[src/sv/fcpw_pkg.sv]
// Shared constants and types for the four-channel pulse width capture block.
`timescale 1ns / 1ps

package fcpw_pkg;

  localparam int CHANNELS = 4;
  localparam int OUT_CH   = 4;
  localparam int WRAP_LIMIT = 16383;

  localparam int CMD_W    = 2;
  localparam int CHAN_W   = 2;
  localparam int VALUE_W  = 16;
  localparam int COUNT_W  = 14;
  localparam int WIDTH_W  = 30;
  localparam int PERIOD_W = 16;
  localparam int PROD_W   = COUNT_W + PERIOD_W + 1;
  localparam int TOTAL_W  = PROD_W + 1;

  localparam logic [CMD_W-1:0] CMD_WRAP = 2'd0;
  localparam logic [CMD_W-1:0] CMD_EDGE = 2'd1;
  localparam logic [CMD_W-1:0] CMD_READ = 2'd2;

  localparam logic [COUNT_W-1:0]  WRAP_LIMIT_C = COUNT_W'(WRAP_LIMIT);
  localparam logic [VALUE_W-1:0]  END_FORCED   = 16'hFFFF;
  localparam logic [PERIOD_W-1:0] PERIOD_RESET = 16'hFFFF;
  localparam logic [WIDTH_W-1:0]  WIDTH_MAX    = 30'h3FFF_FFFF;

  // One channel's snapshot, taken when a read is accepted.
  typedef struct packed {
    logic               done;
    logic               wraps_nz;
    logic [PROD_W-1:0]  prod;
    logic [VALUE_W-1:0] start;
    logic [VALUE_W-1:0] stop;
  } lane_t;

endpackage

[src/sv/four_channel_pulse_width_capture.sv]
// Top level: four-channel high pulse width capture with a two-stage read path.
//
// Channel  | Direction | Beat content
// in_      | slave     | tuser = command, channel; tdata = capture_value
// out_     | master    | tdata = width_ch0..width_ch3; tuser = any_new
// cfg_     | write     | wr_data = wrap_period
//
// One beat is taken per cycle while in_tready is high. Wrap ticks and edges update the
// channel registers at the accepting edge. A read snapshots the channels and multiplies
// the wrap counts by wrap_period + 1 in the first stage, then subtracts and saturates
// into the output register. Reset (rst_n low, synchronous) clears the channel registers
// and widths and sets wrap_period to 65535; the snapshot lanes are not reset. A stalled
// output holds its beat; one further read can wait in the first stage before in_tready drops.
`timescale 1ns / 1ps

module four_channel_pulse_width_capture (
  input  logic         clk,
  input  logic         rst_n,
  input  logic         in_tvalid,
  output logic         in_tready,
  input  logic [3:0]   in_tuser,   // [1:0] command, [3:2] channel
  input  logic [15:0]  in_tdata,   // [15:0] capture_value
  output logic         out_tvalid,
  input  logic         out_tready,
  output logic [119:0] out_tdata,  // width_ch0, width_ch1, width_ch2, width_ch3, 30 bits each
  output logic         out_tuser,  // [0] any_new
  input  logic         cfg_wr_en,
  input  logic [15:0]  cfg_wr_data // wrap_period
);

  localparam int CH  = fcpw_pkg::CHANNELS;
  localparam int VW  = fcpw_pkg::VALUE_W;
  localparam int CW  = fcpw_pkg::COUNT_W;
  localparam int WW  = fcpw_pkg::WIDTH_W;
  localparam int PW  = fcpw_pkg::PROD_W;
  localparam int TW  = fcpw_pkg::TOTAL_W;

  logic [fcpw_pkg::PERIOD_W-1:0] period_r;

  logic [CH-1:0] armed_r, armed_nxt;
  logic [CH-1:0] done_r, done_nxt;
  logic [CW-1:0] count_r [CH];
  logic [CW-1:0] count_nxt [CH];
  logic [VW-1:0] start_r [CH];
  logic [VW-1:0] start_nxt [CH];
  logic [VW-1:0] stop_r [CH];
  logic [VW-1:0] stop_nxt [CH];
  logic [WW-1:0] last_width_r [CH];
  logic [WW-1:0] last_width_nxt [CH];

  fcpw_pkg::lane_t lane_r [CH];
  fcpw_pkg::lane_t lane_nxt [CH];
  logic            s1_v_r;
  logic            s1_adv;
  logic            any_r;
  logic            any_nxt;
  logic            out_v_r;

  logic [fcpw_pkg::CMD_W-1:0]  cmd;
  logic [fcpw_pkg::CHAN_W-1:0] chan;
  logic                        accept;
  logic                        take_read;

  assign cmd       = in_tuser[1:0];
  assign chan      = in_tuser[3:2];
  assign s1_adv    = !out_v_r || out_tready;
  assign in_tready = !s1_v_r || s1_adv;
  assign accept    = in_tvalid && in_tready;
  assign take_read = accept && (cmd == fcpw_pkg::CMD_READ);

  // Channel register updates for wrap ticks, edges and reads.
  always_comb begin
    logic [PW-1:0] period_p1;
    period_p1 = PW'(period_r) + PW'(1);
    armed_nxt = armed_r;
    done_nxt  = done_r;
    for (int c = 0; c < CH; c++) begin
      count_nxt[c]    = count_r[c];
      start_nxt[c]    = start_r[c];
      stop_nxt[c]     = stop_r[c];
      lane_nxt[c].done     = done_r[c];
      lane_nxt[c].wraps_nz = (count_r[c] != '0);
      lane_nxt[c].prod     = PW'(count_r[c]) * period_p1;
      lane_nxt[c].start    = start_r[c];
      lane_nxt[c].stop     = stop_r[c];
    end
    if (accept) begin
      case (cmd)
        fcpw_pkg::CMD_WRAP: begin
          for (int c = 0; c < CH; c++) begin
            if (armed_r[c] && !done_r[c]) begin
              if (count_r[c] >= fcpw_pkg::WRAP_LIMIT_C) begin
                done_nxt[c] = 1'b1;
                stop_nxt[c] = fcpw_pkg::END_FORCED;
              end else begin
                count_nxt[c] = count_r[c] + CW'(1);
              end
            end
          end
        end
        fcpw_pkg::CMD_EDGE: begin
          for (int c = 0; c < CH; c++) begin
            if (32'(chan) == c) begin
              if (armed_r[c]) begin
                stop_nxt[c] = in_tdata;
                done_nxt[c] = 1'b1;
              end else begin
                start_nxt[c] = in_tdata;
                count_nxt[c] = '0;
                done_nxt[c]  = 1'b0;
                armed_nxt[c] = 1'b1;
              end
            end
          end
        end
        fcpw_pkg::CMD_READ: begin
          armed_nxt = '0;
          done_nxt  = '0;
          for (int c = 0; c < CH; c++) begin
            count_nxt[c] = '0;
          end
        end
        default: begin
        end
      endcase
    end
  end

  // Width of each snapshot lane; lanes that were not done keep their last width.
  always_comb begin
    logic [TW-1:0] total;
    logic [TW-1:0] wide;
    logic [VW-1:0] diff;
    any_nxt = 1'b0;
    for (int c = 0; c < CH; c++) begin
      total = TW'(lane_r[c].prod) + TW'(lane_r[c].stop);
      diff  = (lane_r[c].stop >= lane_r[c].start) ? lane_r[c].stop - lane_r[c].start
                                                  : lane_r[c].start - lane_r[c].stop;
      if (lane_r[c].wraps_nz) begin
        wide = (total >= TW'(lane_r[c].start)) ? total - TW'(lane_r[c].start) : '0;
      end else begin
        wide = TW'(diff);
      end
      if (!lane_r[c].done) begin
        last_width_nxt[c] = last_width_r[c];
      end else if (wide > TW'(fcpw_pkg::WIDTH_MAX)) begin
        last_width_nxt[c] = fcpw_pkg::WIDTH_MAX;
      end else begin
        last_width_nxt[c] = wide[WW-1:0];
      end
      if (lane_r[c].done) begin
        any_nxt = 1'b1;
      end
    end
  end

  always_ff @(posedge clk) begin
    if (!rst_n) begin
      period_r <= fcpw_pkg::PERIOD_RESET;
      armed_r  <= '0;
      done_r   <= '0;
      s1_v_r   <= 1'b0;
      out_v_r  <= 1'b0;
      any_r    <= 1'b0;
      for (int c = 0; c < CH; c++) begin
        count_r[c]      <= '0;
        start_r[c]      <= '0;
        stop_r[c]       <= '0;
        last_width_r[c] <= '0;
      end
    end else begin
      if (cfg_wr_en) begin
        period_r <= cfg_wr_data;
      end
      armed_r <= armed_nxt;
      done_r  <= done_nxt;
      for (int c = 0; c < CH; c++) begin
        count_r[c] <= count_nxt[c];
        start_r[c] <= start_nxt[c];
        stop_r[c]  <= stop_nxt[c];
      end
      if (take_read) begin
        s1_v_r <= 1'b1;
      end else if (s1_adv) begin
        s1_v_r <= 1'b0;
      end
      if (s1_v_r && s1_adv) begin
        out_v_r <= 1'b1;
        any_r   <= any_nxt;
        for (int c = 0; c < CH; c++) begin
          last_width_r[c] <= last_width_nxt[c];
        end
      end else if (out_tready) begin
        out_v_r <= 1'b0;
      end
    end
  end

  // Snapshot lanes are payload only; they load with each accepted read beat.
  always_ff @(posedge clk) begin
    if (take_read) begin
      for (int c = 0; c < CH; c++) begin
        lane_r[c] <= lane_nxt[c];
      end
    end
  end

  assign out_tvalid = out_v_r;
  assign out_tuser  = any_r;

  for (genvar k = 0; k < fcpw_pkg::OUT_CH; k++) begin : g_out
    if (k < CH) begin : g_used
      assign out_tdata[k*WW +: WW] = last_width_r[k];
    end else begin : g_absent
      assign out_tdata[k*WW +: WW] = '0;
    end
  end

endmodule

[config.mk]
export PLATFORM = sky130hd
export DESIGN_NAME = four_channel_pulse_width_capture
export DESIGN_NICKNAME = d
export VERILOG_FILES = /design/src/sv/fcpw_pkg.sv /design/src/sv/four_channel_pulse_width_capture.sv
export SDC_FILE = /design/constraint.sdc
export NUM_CORES = 2
export LEC_CHECK = 0
export CAP_MARGIN = 20
export CELL_PAD_IN_SITES_DETAIL_PLACEMENT = 0
export CELL_PAD_IN_SITES_GLOBAL_PLACEMENT = 1
export CORE_ASPECT_RATIO = 0.7
export CORE_UTILIZATION = 45
export CTS_CLUSTER_SIZE = 28
export DETAILED_ROUTE_END_ITERATION = 6
export DONT_BUFFER_PORTS = 1
export GPL_TIMING_DRIVEN = 0
export PLACE_DENSITY_LB_ADDON = 0.1
export SYNTH_ARGS = -nofsm -noshare
export SYNTH_HDL_FRONTEND = slang
export SYNTH_SLANG_ARGS = --single-unit
[constraint.sdc]
create_clock -name clk -period 11.1 [get_ports clk]
set_clock_uncertainty 0.15 [all_clocks]
set_input_delay 2.22 -clock clk [delete_from_list [all_inputs] [get_ports clk]]
set_output_delay 2.22 -clock clk [all_outputs]
set_load 0.01 [all_outputs]
; Yosys cells after proc, flatten, opt, wreduce, memory -nomap -nowiden
; Memories as Yosys holds them, arrays and structs flattened.
; Cells that the tools add are included.
[word_totals]
regBits = 27
ram_bits = 564
inputBits = 41
n_memories = 5
[classes]
n_addsub = 21
multipliers = 4
magnitude_cmp = 16
n_eq_ne = 17
mux = 119
n_bitwise = 16
n_reduce_logical = 33
[memory_table]
columns = memory, depth, width, rd, rd_ports_with_merged_regs, wr, line_no
row1 = lane_r, 4, 65, 4, 0, 4, four_channel_pulse_width_capture.sv:51  ; fcpw_pkg::lane_t lane_r [CH];
row2 = last_width_r, 4, 30, 4, 0, 4, four_channel_pulse_width_capture.sv:48  ; logic [WW-1:0] last_width_r [CH];
row3 = start_r, 4, 16, 4, 0, 4, four_channel_pulse_width_capture.sv:44  ; logic [VW-1:0] start_r [CH];
row4 = stop_r, 4, 16, 4, 0, 4, four_channel_pulse_width_capture.sv:46  ; logic [VW-1:0] stop_r [CH];
row5 = count_r, 4, 14, 4, 0, 4, four_channel_pulse_width_capture.sv:42  ; logic [CW-1:0] count_r [CH];
[op_table]
columns = op, count
row1 = $mux W16, 36
row2 = $mux W30, 12
row3 = $mux W14, 20
row4 = $mux W32, 8
row5 = $mux W64, 3
row6 = $pmux W56 S3, 1
row7 = $add A31 B16 Y32, 4
row8 = $ge A32 B16 Y1, 4
row9 = $gt A32 B30 Y1 const B, 4
row10 = $pmux W64 S2, 1
row11 = $sub A16 B16 Y16, 8
row12 = $sub A32 B16 Y32, 4
row13 = $mul A14 B17 Y31, 4
row14 = $ge A16 B16 Y1, 4
row15 = $add A14 B1 Y14 const B, 4
row16 = $ge A14 B14 Y1 const B, 4
row17 = $mux W56, 1
row18 = $reduce_bool A14 Y1, 4
row19 = $mux W1, 35
row20 = $ne A2 B2 Y1 const B, 12
row21 = $reduce_and A5 Y1, 4
row22 = $add A16 B1 Y17 const B, 1
row23 = $or A1 B1 Y1, 16
row24 = $pmux W4 S3, 1
row25 = other kinds (10), 31

; Longest topological paths before layout
; An unclocked memory read counts as a cell.
[logic_depth]
depth_word = 9
ltp_mapped = 32
mapped_depth_nobuf = 30

; Worst setup path after synthesis
; OpenSTA, ideal clock, no wires.
[synth_path]
path_kind = input to register
startpoint = input port in_tuser[0]
endpoint = memory lane_r[0][0] (netlist bit) (enable)
setup_ns = 0.657
t_arrival_ns = 8.519
required_ns = 10.293
slack_ns = 1.774
cell_stages = 3
n_path_buf = 0
path_cell_list = inv_1 ha_1 and3_1
[synth_rtl]
columns = item, line_no
row1 = "start, declared", four_channel_pulse_width_capture.sv:21  ; input logic [3:0] in_tuser,
row2 = "end, declared", four_channel_pulse_width_capture.sv:51

==> results.py <==
metrics = {
    "timing": {
        "tightest_slew_ps": 1300,
        "setup_slack_ps": 914,
        "fin_crit_sh_pct": 91.8,
        "hold_viol": 0,
        "max_slew_margin_pct": 13.3,
        "tns_ps": 0,
        "rsz0062_at_grt": "false",
        "finalSetupViolCount": 0,
        "finalMaxSlewViolations": 0,
        "fmax_mhz": 98.2,
        "fin_crit_ps": 10190,
    },
    "power_and_ir_drop": {
        "ir_drop_mv": 0.105,
        "p_clk_share_pct": 39.2,
        "combPwrFrac_pct": 21.3,
        "p_seq_share_pct": 39.5,
        "cellPowerDensity_nw_per_um2": 85.6,
        "p_int_mw": 4.11,
        "p_leak_nw": 33.5,
        "switching_power_mw": 2.13,
        "switching_share_pct": 34.1,
    },
    "synth": {
        "async_flop_share_pct": 0,
        "synth_flop_cell": "edfxtp_1",
        "netlist_area_um2": 67500,
        "synth-seq-cells": 591,
        "syn_avg_cell_area_um2": 9.15,
        "synth_warnings": 0,
        "yosys.area_share.adder_pct": 33.4,
        "synthXorXnorAreaFrac_pct": 5.43,
        "ys_types": 104,
        "synth_top_family_by_area": "adder cells",
        "synth_edf_count": 380,
        "ys_seq_area_share_pct": 23.2,
        "synthSimpleGateAreaFrac_pct": 16.0,
        "synth_nets": 8781,
        "synth.mux.area_fraction_pct": 1.19,
        "netlist_instances": 7371,
        "synth_compound_area_share_pct": 13.1,
    },
    "critical_path": {
        "cp_data_arrival_time_ps": 10470,
        "cp_top_family": "adder cells",
        "startpoint": "period_r[3]",
        "cp_max_fo": 12,
        "r2r-start": "period_r[3]",
        "path_buf_inv": 7,
        "path_common_cell": "fa_1",
        "worst_ep_required_time_ps": 11390,
        "max_stage_delay_ps": 930,
        "endpoint_kind": "flip-flop",
        "start_kind": "flip-flop",
        "crit_type": "reg -> reg",
        "slowest_stage": "clkbuf_1",
    },
    "floorplanning": {
        "die_w_um": 465,
        "core_area_um2": 148000,
        "fp.dieH_um": 326,
        "fp.dieArea_um2": 152000,
        "num_rows": 118,
        "io_pins": 164,
        "initial_utilization_pct": 45.5,
    },
    "flow_run": {
        "max-cap-violations": 0,
    },
    "clocking": {
        "clk_latency_ps": 710,
        "numCtsBuffers": 70,
        "root_buffer": "clkbuf_16",
        "htreeDepth": 3,
        "cts_buffer_depth": 3,
        "clkSinkCount": 591,
        "cts_hold_buf": 0,
        "clkSlewWorstSetupHoldPaths_ps": 70,
        "postCtsSetupBuffers": 0,
        "cts_tree": "yes",
        "cts_resized": 0,
    },
    "hold_path": {
        "min-delay-path-class": "reg -> reg",
        "min_from": "start_r[2][12]",
    },
    "drt": {
        "first_pass_iters": 7,
        "vias_per_cell": 5.64,
        "drtIter0Drc": 4640,
        "antenna_left": 0,
        "num_vias": 53680,
        "drc": 36,
        "wire_per_inst_um": 24.1,
        "drt_wl_total_mm": 229,
    },
    "outcome": {
        "failed_checks": "DRC",
        "status": "finished with violations",
    },
    "finish": {
        "drive_above_1_share_pct": 3.72,
        "syn_to_final_growth_pct": 8.02,
        "final_cells": 9518,
        "stdcell_area_um2": 72900,
        "nNetsFinal": 8884,
        "fin_util_pct": 49.1,
    },
    "place": {
        "gp_congestion": 0.939,
        "dpl.hpwl_mm": 185,
        "port_buffers": 0,
        "placed_cells": 9379,
        "post-place-ws_ps": 1170,
        "placedInstanceArea_um2": 70500,
    },
    "global_routing": {
        "grt_max_degree": 66,
        "track_usage_pct": 30.1,
        "grt_pass1_wl_mm": 340,
        "grt_pass1_vias": 52014,
        "grt-ovfl-total": 0,
        "antenna_found_initial": 31,
    },
}
## power by group through the flow
stage	sequential, mW	clock [mW]	combinational (mW)
global route	2.47	2.57	1.40
CTS	2.46	2.50	1.29
detailed placement	2.51	0	1.28
finish	2.46	2.44	1.33
global placement	2.52	0	1.25
floorplan	2.49	0	0.743
## synth_stat cells, drive strengths merged, types with 76 or more instances
master	instances	share of area, %
a211oi	112	1.3
and2	439	4.1
a21oi	449	3.3
dfxtp	211	6.3
nor3	76	0.57
inv	989	5.5
nor2	338	1.9
edfxtp	380	17
clkbuf	331	1.8
ha	645	12
nand2	875	4.9
nand3	101	0.76
xnor2	264	3.4
fa	724	21
nor2b	92	0.85
xor2	154	2.0
a21o	140	1.6
o21ai	197	1.5
## logic make-up (layout without fill, tap and decap cells)
| family | after synthesis | in the layout |
|---|---|---|
| buf+inv | 1356 | 1517 |
| compound gates | 1332 | 1332 |
| fa+ha+maj | 1369 | 1369 |
| simple gates | 2227 | 2227 |
| xor+xnor | 418 | 418 |
| other cells | 0 | 6 |
| flops | 591 | 591 |
| mux | 78 | 78 |
## layout make-up
class / instances / area, um^2
antenna: 6 / 15.0
buffer: 366 / 1460
clock buffer: 83 / 1930
clock inverter: 47 / 447
fill: 14277 / 75500
inverter: 990 / 3720
multi-input combinational: 5424 / 46700
sequential: 591 / 15600
tap: 1980 / 2480
timing repair buffer: 31 / 507
## through the flow
stage	power, mW	hold slack [ps]
floorplan	3.23	258
global placement	3.78	262
detailed placement	3.79	262
CTS	6.25	255
global route	6.44	269
finish	6.24	260
## layer usage
metal / up-vias / global-route usage, % / share of wire (%)
met2: 2094 / 41.4 / 39
met3: 252 / 7.25 / 9.7
met4: 6 / 7.00 / 2.5
met5: - / 0 / 0.021
li1: 24664 / - / -
met1: 26664 / 46.8 / 49
## worst paths after layout
check	slack, ps	endpoint	cells past startpoint
max	910	lane_r[1][61]	31
min	260	lane_r[2][28]	0
max reg2reg	910	lane_r[1][61]	31
min reg2reg	260	lane_r[2][28]	0
## registers in the layout, indices dropped and copies added (netlist names)
name          cells
out_tuser         1
count_r          56
stop_r           64
done_r            4
lane_r          260
s1_v_r            1
start_r          64
period_r         16
armed_r           4
last_width_r    120
out_tvalid        1
## cells in the final DEF (no fill, tap or decap), types with 54 or more instances in the layout
| cell type | n |
|---|---|
| xor2_1 | 152 |
| nand2b_1 | 54 |
| a21oi_1 | 449 |
| fa_1 | 724 |
| mux2i_1 | 62 |
| clkbuf_1 | 335 |
| nor2b_1 | 92 |
| nand4_1 | 57 |
| o21a_1 | 58 |
| o21ai_0 | 183 |
| nor2_1 | 338 |
| dfxtp_1 | 211 |
| and2_1 | 438 |
| a21o_1 | 140 |
| xnor2_1 | 264 |
| inv_1 | 989 |
| ha_1 | 645 |
| nand3_1 | 100 |
| nor3_1 | 75 |
| a211oi_1 | 110 |
| edfxtp_1 | 380 |
| clkbuf_16 | 74 |
| nand2_1 | 874 |
| and3_1 | 54 |
Note: power is estimated with default switching activity, not from simulation.
